<file path="src/rtl/pctd_pkg.sv">
package pctd_pkg;

   localparam int MAX_NODES_DEFAULT = 1024;

   localparam int OP_W       = 2;
   localparam int CODE_W     = 32;
   localparam int CODE_IDX_W = $clog2(CODE_W);
   localparam int LENGTH_W   = 6;
   localparam int SYMBOL_W   = 8;
   localparam int BYTE_W     = 8;
   localparam int BIT_CNT_W  = $clog2(BYTE_W + 1);
   localparam int COUNT_W    = 32;

   typedef enum logic [OP_W-1:0] {
      OP_CLEAR  = 2'd0,
      OP_LOAD   = 2'd1,
      OP_DECODE = 2'd2
   } op_type;

   // One request from the tree walker to the result buffer.
   typedef struct packed {
      logic                emit;
      logic                flush;
      logic [SYMBOL_W-1:0] symbol;
      logic                done;
      logic                overflow;
   } push_type;

endpackage

</file>
<file path="src/rtl/pctd_rsp_buf.sv">
module pctd_rsp_buf (
   input  logic                          clock,
   input  logic                          reset,
   input  pctd_pkg::push_type            push,
   output logic                          push_ok,
   output logic                          rsp_valid,
   input  logic                          rsp_stall,
   output logic [pctd_pkg::SYMBOL_W-1:0] rsp_out_symbol,
   output logic                          rsp_last_of_run,
   output logic                          rsp_stream_done,
   output logic                          rsp_table_overflow
);

   // A decoded symbol waits in the pending stage until the next one arrives or the
   // byte ends, which is when it is known whether it closes the byte's run.
   logic                          pend_valid_ff, pend_valid_in;
   logic [pctd_pkg::SYMBOL_W-1:0] pend_sym_ff, pend_sym_in;
   logic                          pend_done_ff, pend_done_in;
   logic                          pend_ovf_ff, pend_ovf_in;

   logic                          out_valid_ff, out_valid_in;
   logic [pctd_pkg::SYMBOL_W-1:0] out_sym_ff, out_sym_in;
   logic                          out_last_ff, out_last_in;
   logic                          out_done_ff, out_done_in;
   logic                          out_ovf_ff, out_ovf_in;

   logic can_push;
   logic fire;
   logic move;

   always_comb begin
      can_push = !out_valid_ff || !rsp_stall;
      push_ok  = !pend_valid_ff || can_push;
      fire     = (push.emit || push.flush) && push_ok;
      move     = fire && pend_valid_ff;

      pend_valid_in = pend_valid_ff;
      pend_sym_in   = pend_sym_ff;
      pend_done_in  = pend_done_ff;
      pend_ovf_in   = pend_ovf_ff;
      out_valid_in  = out_valid_ff && rsp_stall;
      out_sym_in    = out_sym_ff;
      out_last_in   = out_last_ff;
      out_done_in   = out_done_ff;
      out_ovf_in    = out_ovf_ff;

      if (move) begin
         out_valid_in = 1'b1;
         out_sym_in   = pend_sym_ff;
         out_last_in  = push.flush;
         out_done_in  = pend_done_ff;
         out_ovf_in   = pend_ovf_ff;
      end

      if (fire && push.emit) begin
         pend_valid_in = 1'b1;
         pend_sym_in   = push.symbol;
         pend_done_in  = push.done;
         pend_ovf_in   = push.overflow;
      end else if (fire && push.flush) begin
         pend_valid_in = 1'b0;
      end
   end

   always_ff @(posedge clock) begin
      if (reset) begin
         pend_valid_ff <= 1'b0;
         out_valid_ff  <= 1'b0;
      end else begin
         pend_valid_ff <= pend_valid_in;
         out_valid_ff  <= out_valid_in;
      end
      pend_sym_ff  <= pend_sym_in;
      pend_done_ff <= pend_done_in;
      pend_ovf_ff  <= pend_ovf_in;
      out_sym_ff   <= out_sym_in;
      out_last_ff  <= out_last_in;
      out_done_ff  <= out_done_in;
      out_ovf_ff   <= out_ovf_in;
   end

   assign rsp_valid          = out_valid_ff;
   assign rsp_out_symbol     = out_sym_ff;
   assign rsp_last_of_run    = out_last_ff;
   assign rsp_stream_done    = out_done_ff;
   assign rsp_table_overflow = out_ovf_ff;

endmodule

</file>
<file path="config.mk">
export PLATFORM = sky130hd
export DESIGN_NAME = pctd_rsp_buf
export DESIGN_NICKNAME = d
export VERILOG_FILES = /design/src/rtl/pctd_pkg.sv /design/src/rtl/pctd_rsp_buf.sv
export SDC_FILE = /design/constraint.sdc
export NUM_CORES = 1
export LEC_CHECK = 0
export BUFFER_PORTS_ARGS = -buffer_cell sky130_fd_sc_hd__buf_2
export CAP_MARGIN = 20
export CORE_AREA = 2 2 49 51
export CTS_BUF_LIST = sky130_fd_sc_hd__clkbuf_2 sky130_fd_sc_hd__clkbuf_4 sky130_fd_sc_hd__clkbuf_8
export DETAILED_ROUTE_END_ITERATION = 16
export DIE_AREA = 0 0 51 53
export SETUP_SLACK_MARGIN = 0.3
export SLEW_MARGIN = 20
export SYNTH_ARGS = -nofsm -noshare
export SYNTH_HDL_FRONTEND = slang
export SYNTH_SLANG_ARGS = --single-unit
export TNS_END_PERCENT = 10
</file>
<file path="constraint.sdc">
create_clock -name clock -period 2.88 [get_ports clock]
set_input_delay 0.576 -clock clock [delete_from_list [all_inputs] [get_ports clock]]
set_output_delay 0.576 -clock clock [all_outputs]
set_load 0.03 [all_outputs]
</file>
**Word level (Yosys, flattened, before mapping)**

Index checks and enable logic that the tools add are counted.

- Add/subtract/negate cells: 0
- Multiply operators: 0
- Div/mod/pow operators: 0
- Magnitude comparators: 0
- Equality and inequality tests: 0
- Shift-type cells: 0
- Mux-type cells: 3
- Bitwise logic cells: 0
- Reduce and logical (&&, ||, !) cells: 12

Operator list:

| cell | count |
|---|---|
| $logic_and A1 B1 Y1 | 5 |
| $logic_not A1 Y1 | 3 |
| $logic_or A1 B1 Y1 | 3 |
| $mux W1 | 3 |
| $reduce_bool A2 Y1 | 1 |

- Register bits: 23
- Bits in latches: 0
- Memory bits (writable): 0
- Bits in read-only memories: 0
- Input bits: 15
- Logic and storage cells: 24
- Memories kept: 0

**Depth between registers and ports, before layout**

Gate-level depths: netlist of the first run.

- Depth after elaboration: 7
- Gate-level depth with buffers: 2
- Gate-level depth less buffers: 2

**Worst setup path after synthesis of the first run**

OpenSTA, ideal clock, no wires.

- Kind: input -> register
- Start: input port push[11] (netlist bit)
- End: register out_last_ff (netlist: rsp_last_of_run), enable pin
- Library setup time: 383 ps
- Arrival: 1266 ps
- Required time: 2497 ps
- Setup slack: 1231 ps
- Stages on the path: 2
- Path through: o21ai_0 -> a21oi_1

- Cells in the longest elaborated chain, start to end: 3

RTL lines:

| element | line | text |
|---|---|---|
| from (decl) | pctd_rsp_buf.sv:4 | `input pctd_pkg::push_type push,` |
| $logic_or A1 B1 Y1 | pctd_rsp_buf.sv:34 | `fire = (push.emit \|\| push.flush) && push_ok;` |
| $logic_and A1 B1 Y1 | pctd_rsp_buf.sv:34 |  |
| $logic_and A1 B1 Y1 | pctd_rsp_buf.sv:35 | `move = fire && pend_valid_ff;` |
| via move | pctd_rsp_buf.sv:29 | `logic move;` |
| to (signal assigned) | pctd_rsp_buf.sv:77 | `out_last_ff <= out_last_in;` |
| to (decl) | pctd_rsp_buf.sv:23 | `logic out_last_ff, out_last_in;` |

The timed path passes the listed nets, and every way through them passes these cells.
A chain may end at the register's enable or synchronous reset.

**Worst setup path after layout of the first run**

- Start: input port rsp_stall
- End: output port push_ok

- Cells in the longest elaborated chain, start to end: 3

RTL lines:

| element | line | text |
|---|---|---|
| from (decl) | pctd_rsp_buf.sv:7 | `input logic rsp_stall,` |
| $logic_not A1 Y1 | pctd_rsp_buf.sv:32 | `can_push = !out_valid_ff \|\| !rsp_stall;` |
| $logic_or A1 B1 Y1 | pctd_rsp_buf.sv:32 |  |
| $logic_or A1 B1 Y1 | pctd_rsp_buf.sv:33 | `push_ok = !pend_valid_ff \|\| can_push;` |
| to (decl) | pctd_rsp_buf.sv:5 | `output logic push_ok,` |

No other way between the ends.

==> summary.md, run 1 <==
| Metric | Value |
|---|---|
| Status | finished clean |
| Slowest cell on crit path | buf_2 |
| Setup violators final | 0 |
| Clock skew | 0.00563 ns |
| Initial DRT Pass Iterations | 3 |
| CTS buffer count | 3 |
| RSZ-0062 raised after global routing | no |
| Total clock sinks | 23 |
| Root Driver | clkbuf_4 |
| DRT iter0 DRCs | 17 |
| Die area | ~0.0027 mm² |
| Rel. slew slack | 73.2% |
| Power per cell area | slightly above 600 mW/mm² |
| H-tree levels | 1 |
| Max rail drop VDD | 0.283 mV |
| Yosys top cell by area | edfxtp_1 |
| WP data arrival | 0.98 ns |
| Clock transition at path regs | 0.11 ns |
| Top cells by area, synth | edfxtp_1, dfxtp_1, a311oi_2, a21oi_1, and2_1 |
| Initial antenna violation count | 0 |
| Worst hold slack | roughly 0.43 ns |
| Setup bufs post-CTS | 0 |
| Buf+Inv Stages, Crit Path | 2 |
| Crit path max fanout | 3 |
| Worst skew pair latency | 0.30 ns |
| Core region area | between 0.002 and 0.0025 mm² |
| CP Launch Type | primary input |
| Post-Syn Area | 723 µm² |
| Site Rows | 17 |
| Max incr delay on CP | about 0.20 ns |
| Post-CTS Hold Buffers | 0 |
| Drt drc | 0 |
| First-pass GRT wire length | 1420 µm |
| Cell count after synthesis | 32 |
| I/O Pins | 28 |
| Worst Tran Pin Value | between 0.4 and 0.5 ns |
| Synth unique cells | 10 |
| Syn-to-layout area delta | 28.7% |
| Pin count of the biggest net entering global routing | 15 |
| Remaining antenna violation count | 0 |
| Synth warnings | 0 |
| Post-cts sizing count | 0 |
| Overflow after GRT | 0 |
| Avg Cell Area, Syn | 22.6 µm² |
| Post-synthesis sequential area ratio | 92.7% |
| Placed standard-cell area | 901 µm² |
| Crit end category | output pin |
| Die width | a little over 50 µm |
| Fillers | slightly below 200 |
| Fmax | 644 MHz |
| CP cell instances | buf_2 -> nand3_1 -> buf_2 |
| Fin. Hold Viols | 0 |
| NumNets Final | 80 |
| Setup TNS | 0 ns |
| DR vias | 366 |
| Routability cong. | slightly above 0.6 |
| Crit path required time | 2.30 ns |
| Fin crit period | 1.55 ns |
| Max-Cap Viols | 0 |
| Vias in the first global route | 346 |
| Chip height | 53 µm |
| Crit path top cell by count | buf_2 |
| Pins Over Slew Limit | 0 |
| Total GRT Usage | under 10% |
| Dpl hpwl | ~700 µm |
| Drt total wl | roughly 900 µm |
| Worst Hold Class | flop to flop |
| CTS tree | done |
| Share of the synthesized area in the top cell type | 87.2% |
| Largest delay contributor family on the critical path | buffers and inverters |
| Seq cells post-synth | 23 |
| Net Count, Synth | 47 |
| Share of layout cells above drive strength 1 | 51.6% |
| Longest Clk Path Bufs | 2 |
| ANT cells | 0 |
| PortBufs | 27 |
| Fin area | 931 µm² |
| Wire per inst | 9.82 µm |
| CP Class | primary input to output pin |
| Post-DR vias/cell | 3.98 |
| Initial core utilization | between 30% and 40% |
| Period Utilization, post-route | 53.9% |
| Lkg Pwr | 0.358 nW |
-- final cells by class --
type / count / area (µm²) / area share [%]
tap: 28 / 35.0 / 3.76
inverter: 1 / 3.75 / 0.403
multi-input combinational: 8 / 48.8 / 5.24
clock inverter: 1 / 7.51 / 0.806
clock buffer: 3 / 22.5 / 2.42
sequential: 23 / 671 / 72.0
timing repair buffer: 28 / 143 / 15.3
-- per-layer routing --
| layer | global-route usage, % | part of all wire [%] | vias to the layer above |
|---|---|---|---|
| met5 | 0 | 0 | - |
| met4 | 5.41 | 0 | 0 |
| met3 | 4.52 | 14 | 0 |
| met2 | 12.1 | 49 | 19 |
| met1 | 7.59 | 37 | 160 |
| li1 | - | - | 187 |
-- flip-flops by register name, indices dropped and copies added, names as in the netlist --
name                cells
pend_sym_ff             8
rsp_out_symbol          8
pend_done_ff            1
pend_ovf_ff             1
pend_valid_ff           1
rsp_last_of_run         1
rsp_stream_done         1
rsp_table_overflow      1
rsp_valid               1
-- logic make-up after synthesis --
family	after synthesis	share of synthesized area, %
and+or+nand+nor	4	2.59
DFF	23	92.7
AOI/OAI and AO/OA	4	4.15
buffers and inverters	1	0.519
-- worst register-to-register path, cell delays in order (launching register included) --
cell and delay (ns):
dfxtp_1 0.35, nand3_1 0.10, and2_1 0.38
-- cells in the final DEF (no fill, tap or decap) --
cell	count
and2_1	1
buf_2	27
buf_4	1
o21ai_0	1
nor2_1	1
clkbuf_4	3
clkinvlp_4	1
a21oi_1	2
edfxtp_1	21
nand3_1	1
a311oi_2	1
nand2_1	1
dfxtp_1	2
inv_1	1
-- path summary, 6_finish.rpt --
path	from	endpoint	slack (ns)	cells after the start
setup / recovery	rsp_stall	push_ok	1.33	3
hold / removal	pend_done_ff	rsp_stream_done	0.43	0
setup reg to reg	rsp_valid	pend_sym_ff[0]	1.72	2
hold reg to reg	pend_done_ff	rsp_stream_done	0.43	0
-- metrics by stage --
stage | power, W | instances | util (%) | setup WS [ns]
6_report | 0.000576 | 92 | 43.3 | 1.33
3_5_place_dp | 0.000442 | 88 | 41.9 | 1.33
5_1_grt | 0.000602 | 92 | 43.3 | 1.25
2_1_floorplan | 0.000421 | 32 | - | 1.23
4_1_cts | 0.000583 | 92 | 43.3 | 1.32
3_3_place_gp | 0.000441 | 88 | 41.9 | 1.34
-- synthesized netlist by cell type (all sizes together) --
| cell | number |
|---|---|
| a311oi | 1 |
| nor2 | 1 |
| nand2 | 1 |
| dfxtp | 2 |
| edfxtp | 21 |
| o21ai | 1 |
| nand3 | 1 |
| a21oi | 2 |
| inv | 1 |
| and2 | 1 |
-- where the power goes --
part / switching (W) / total, W / internal, W
clock: 0.0000894 / 0.000142 / 0.0000528
sequential: 0.00000403 / 0.000388 / 0.000384
combinational: 0.0000306 / 0.0000458 / 0.0000152
Power figures use the tool's default switching activity.
==> run 2, diff against run 1 <==
Clock period 2.88 ns to 1.5 ns, I/O delays scaled along.
==> summary.md, run 2 (synthesized netlist as in run 1, its figures left out) <==
| Metric | Value |
|---|---|
| Status | finished clean |
| Clock skew | 0.000932 ns (-0.00470 ns) |
| Post-DR vias/cell | 4.18 (+5.1%) |
| Max rail drop VDD | 0.446 mV (+58%) |
| P_int | 0.000873 W (+93%) |
| Sequential Power Share | 66.5% (-0.9 points) |
| Drt total wl | 1050 µm (+17%) |
| Setup TNS | 0 ns (unchanged) |
| Syn-to-layout area delta | 36.5% |
| Sw Share | 22.2% (+0.70 points) |
| H-tree levels | 1 (unchanged) |
| Worst Hold Class | primary input to flop |
| Crit path capture | push_ok |
| Worst Reg-to-Reg Cells | 3 (+1) |
| CTS buffer count | 3 (unchanged) |
| Die width | 51 µm (unchanged) |
| Fmax | 835 MHz |
| NumNets Final | 81 (+1.3%) |
| Combinational power share | 9.0% (+1.0 points) |
| Worst Tran Pin Value | 0.486 ns (+0.0841 ns) |
| Commonest non-fill, non-tap cell in the layout | buf_2 |
| Crit path required time | 1.20 ns (-1.10 ns) |
| Buf+Inv Stages, Crit Path | 1 (-1) |
| Pin count of the biggest net entering global routing | 14 (-1) |
| Longest Clk Path Bufs | 2 (unchanged) |
| PortBufs | 27 (unchanged) |
| Final cell count without fillers | 93 (+1.1%) |
| WP depth | 2 (-1) |
| RSZ-0062 raised after global routing | yes |
| DRT iter0 DRCs | 1 (-16) |
| Total GRT Usage | 9.44% (+1.7 points) |
| Most frequent cells in the layout | buf_2, edfxtp_1, clkbuf_4 |
| CTS tree | done |
| Reg2reg end | rsp_out_symbol[6] |
| Max incr delay on CP | 0.38 ns (+0.18 ns) |
| CP Launch Type | flop |
| Initial DRT Pass Iterations | 2 (-1) |
| Crit end category | output pin |
| Dpl hpwl | 735 µm (+4.6%) |
| Lkg Pwr | 0.378 nW (+5.4%) |
| Dpl cells | 87 (-1.1%) |
| CP cell instances | nand3_4 -> buf_6 |
| Worst skew pair latency | 0.30 ns (about the same) |
| Initial antenna violation count | 0 (unchanged) |
| Remaining antenna violation count | 0 (unchanged) |
| Core region area | 0.00215 mm² (unchanged) |
| Vias in the first global route | 370 (+6.9%) |
| Setup violators final | 0 (unchanged) |
| Share of layout cells above drive strength 1 | 60.0% (+8.4 points) |
| Fin. Hold Viols | 0 (unchanged) |
| CP Class | flop to output pin |
| Site Rows | 17 (unchanged) |
| ANT cells | 0 (unchanged) |
| Rel. slew slack | 67.2% (-5.9 points) |
| I/O Pins | 28 (unchanged) |
| DR vias | 389 (+6.3%) |
| Slowest cell on crit path | dfxtp_4 |
| Root Driver | clkbuf_4 |
| WP data arrival | 0.90 ns (-0.08 ns) |
| Period Utilization, post-route | between 70 and 80% |
| Sw Pwr | 0.000250 W (+100%) |
| Routability cong. | 0.644 (+4.9%) |
| Wire per inst | 11.3 µm (+15%) |
| Reg2reg start | pend_valid_ff |
| R2R setup slack | 0.33 ns (-1.39 ns) |
| Die area | 0.00270 mm² (unchanged) |
| Chip height | 53 µm (unchanged) |
| Drt drc | 0 (unchanged) |
| First-pass GRT wire length | 1660 µm (+17%) |
| Initial core utilization | 33.7% (unchanged) |
| Fin crit period | 1.20 ns |
| Clock transition at path regs | 0.12 ns (about the same) |
| Power per cell area | 1140 mW/mm² (+84%) |
| Clk pwr share | 24.5% (-0.2 points) |
| Largest delay contributor family on the critical path | flip-flops |
| Worst Setup SP | pend_valid_ff |
| Overflow after GRT | 0 (unchanged) |
| Pins Over Slew Limit | 0 (unchanged) |
| Total clock sinks | 23 (unchanged) |
| Crit path max fanout | 3 (unchanged) |
| Max-Cap Viols | 0 (unchanged) |
[run 2: power by group through the flow]
stage,clock [W],combinational (W),sequential (W)
finish,0.000275,0.000101,0.000747
floorplan,0,0.0000191,0.000792
global placement,0,0.0000876,0.000763
CTS,0.000280,0.000102,0.000748
detailed placement,0,0.0000884,0.000764
global route,0.000310,0.000109,0.000751
[run 2: timing repair]
action                                  4_1_cts  5_1_grt
endpoints found under the setup margin       13       22
resized for setup                             5        1
hold buffers                                  0        0
setup buffers                                 2        0
pin swaps                                     1        0
[run 2: worst min path at each step]
stage                        end            from  cells after the start
2_1_floorplan          rsp_valid           reset                      1
3_3_place_gp   rsp_out_symbol[7]  pend_sym_ff[7]                      0
3_5_place_dp   rsp_out_symbol[6]  pend_sym_ff[6]                      0
4_1_cts                rsp_valid           reset                      2
5_1_grt           pend_sym_ff[5]         push[7]                      1
6_report               rsp_valid           reset                      2
[run 2: worst reg2reg max path: cells and delay by family, from the launching register on]
kind	cells	cell delay [ns]
compound gates	2	0.37
buf+inv	1	0.15
flops	1	0.38
[run 2: metrics by stage]
step	hold slack, ns	instance area [µm²]	setup slack [ns]	util [%]	power, W
2_1_floorplan	0.362	742	0.264	-	0.000811
3_3_place_gp	0.400	912	0.125	42.5	0.000851
3_5_place_dp	0.405	912	0.0858	42.5	0.000852
4_1_cts	0.153	985	0.297	45.8	0.00113
5_1_grt	0.134	987	0.254	46.0	0.00117
6_report	0.157	987	0.302	46.0	0.00112
[run 2: area by class of cell]
type | instances | area [µm²]
fill | 204 | 1160
sequential | 23 | 678
clock inverter | 1 | 5.00
timing repair buffer | 29 | 169
clock buffer | 3 | 22.5
multi-input combinational | 8 | 73.8
tap | 28 | 35.0
inverter | 1 | 3.75
[run 2: routing by layer]
layer,part of all wire [%],GRT usage (%),up-vias
met2,45,13.2,23
met4,3.8,9.46,0
met3,10,3.67,5
li1,-,-,189
met5,0,0,-
met1,40,10.7,172
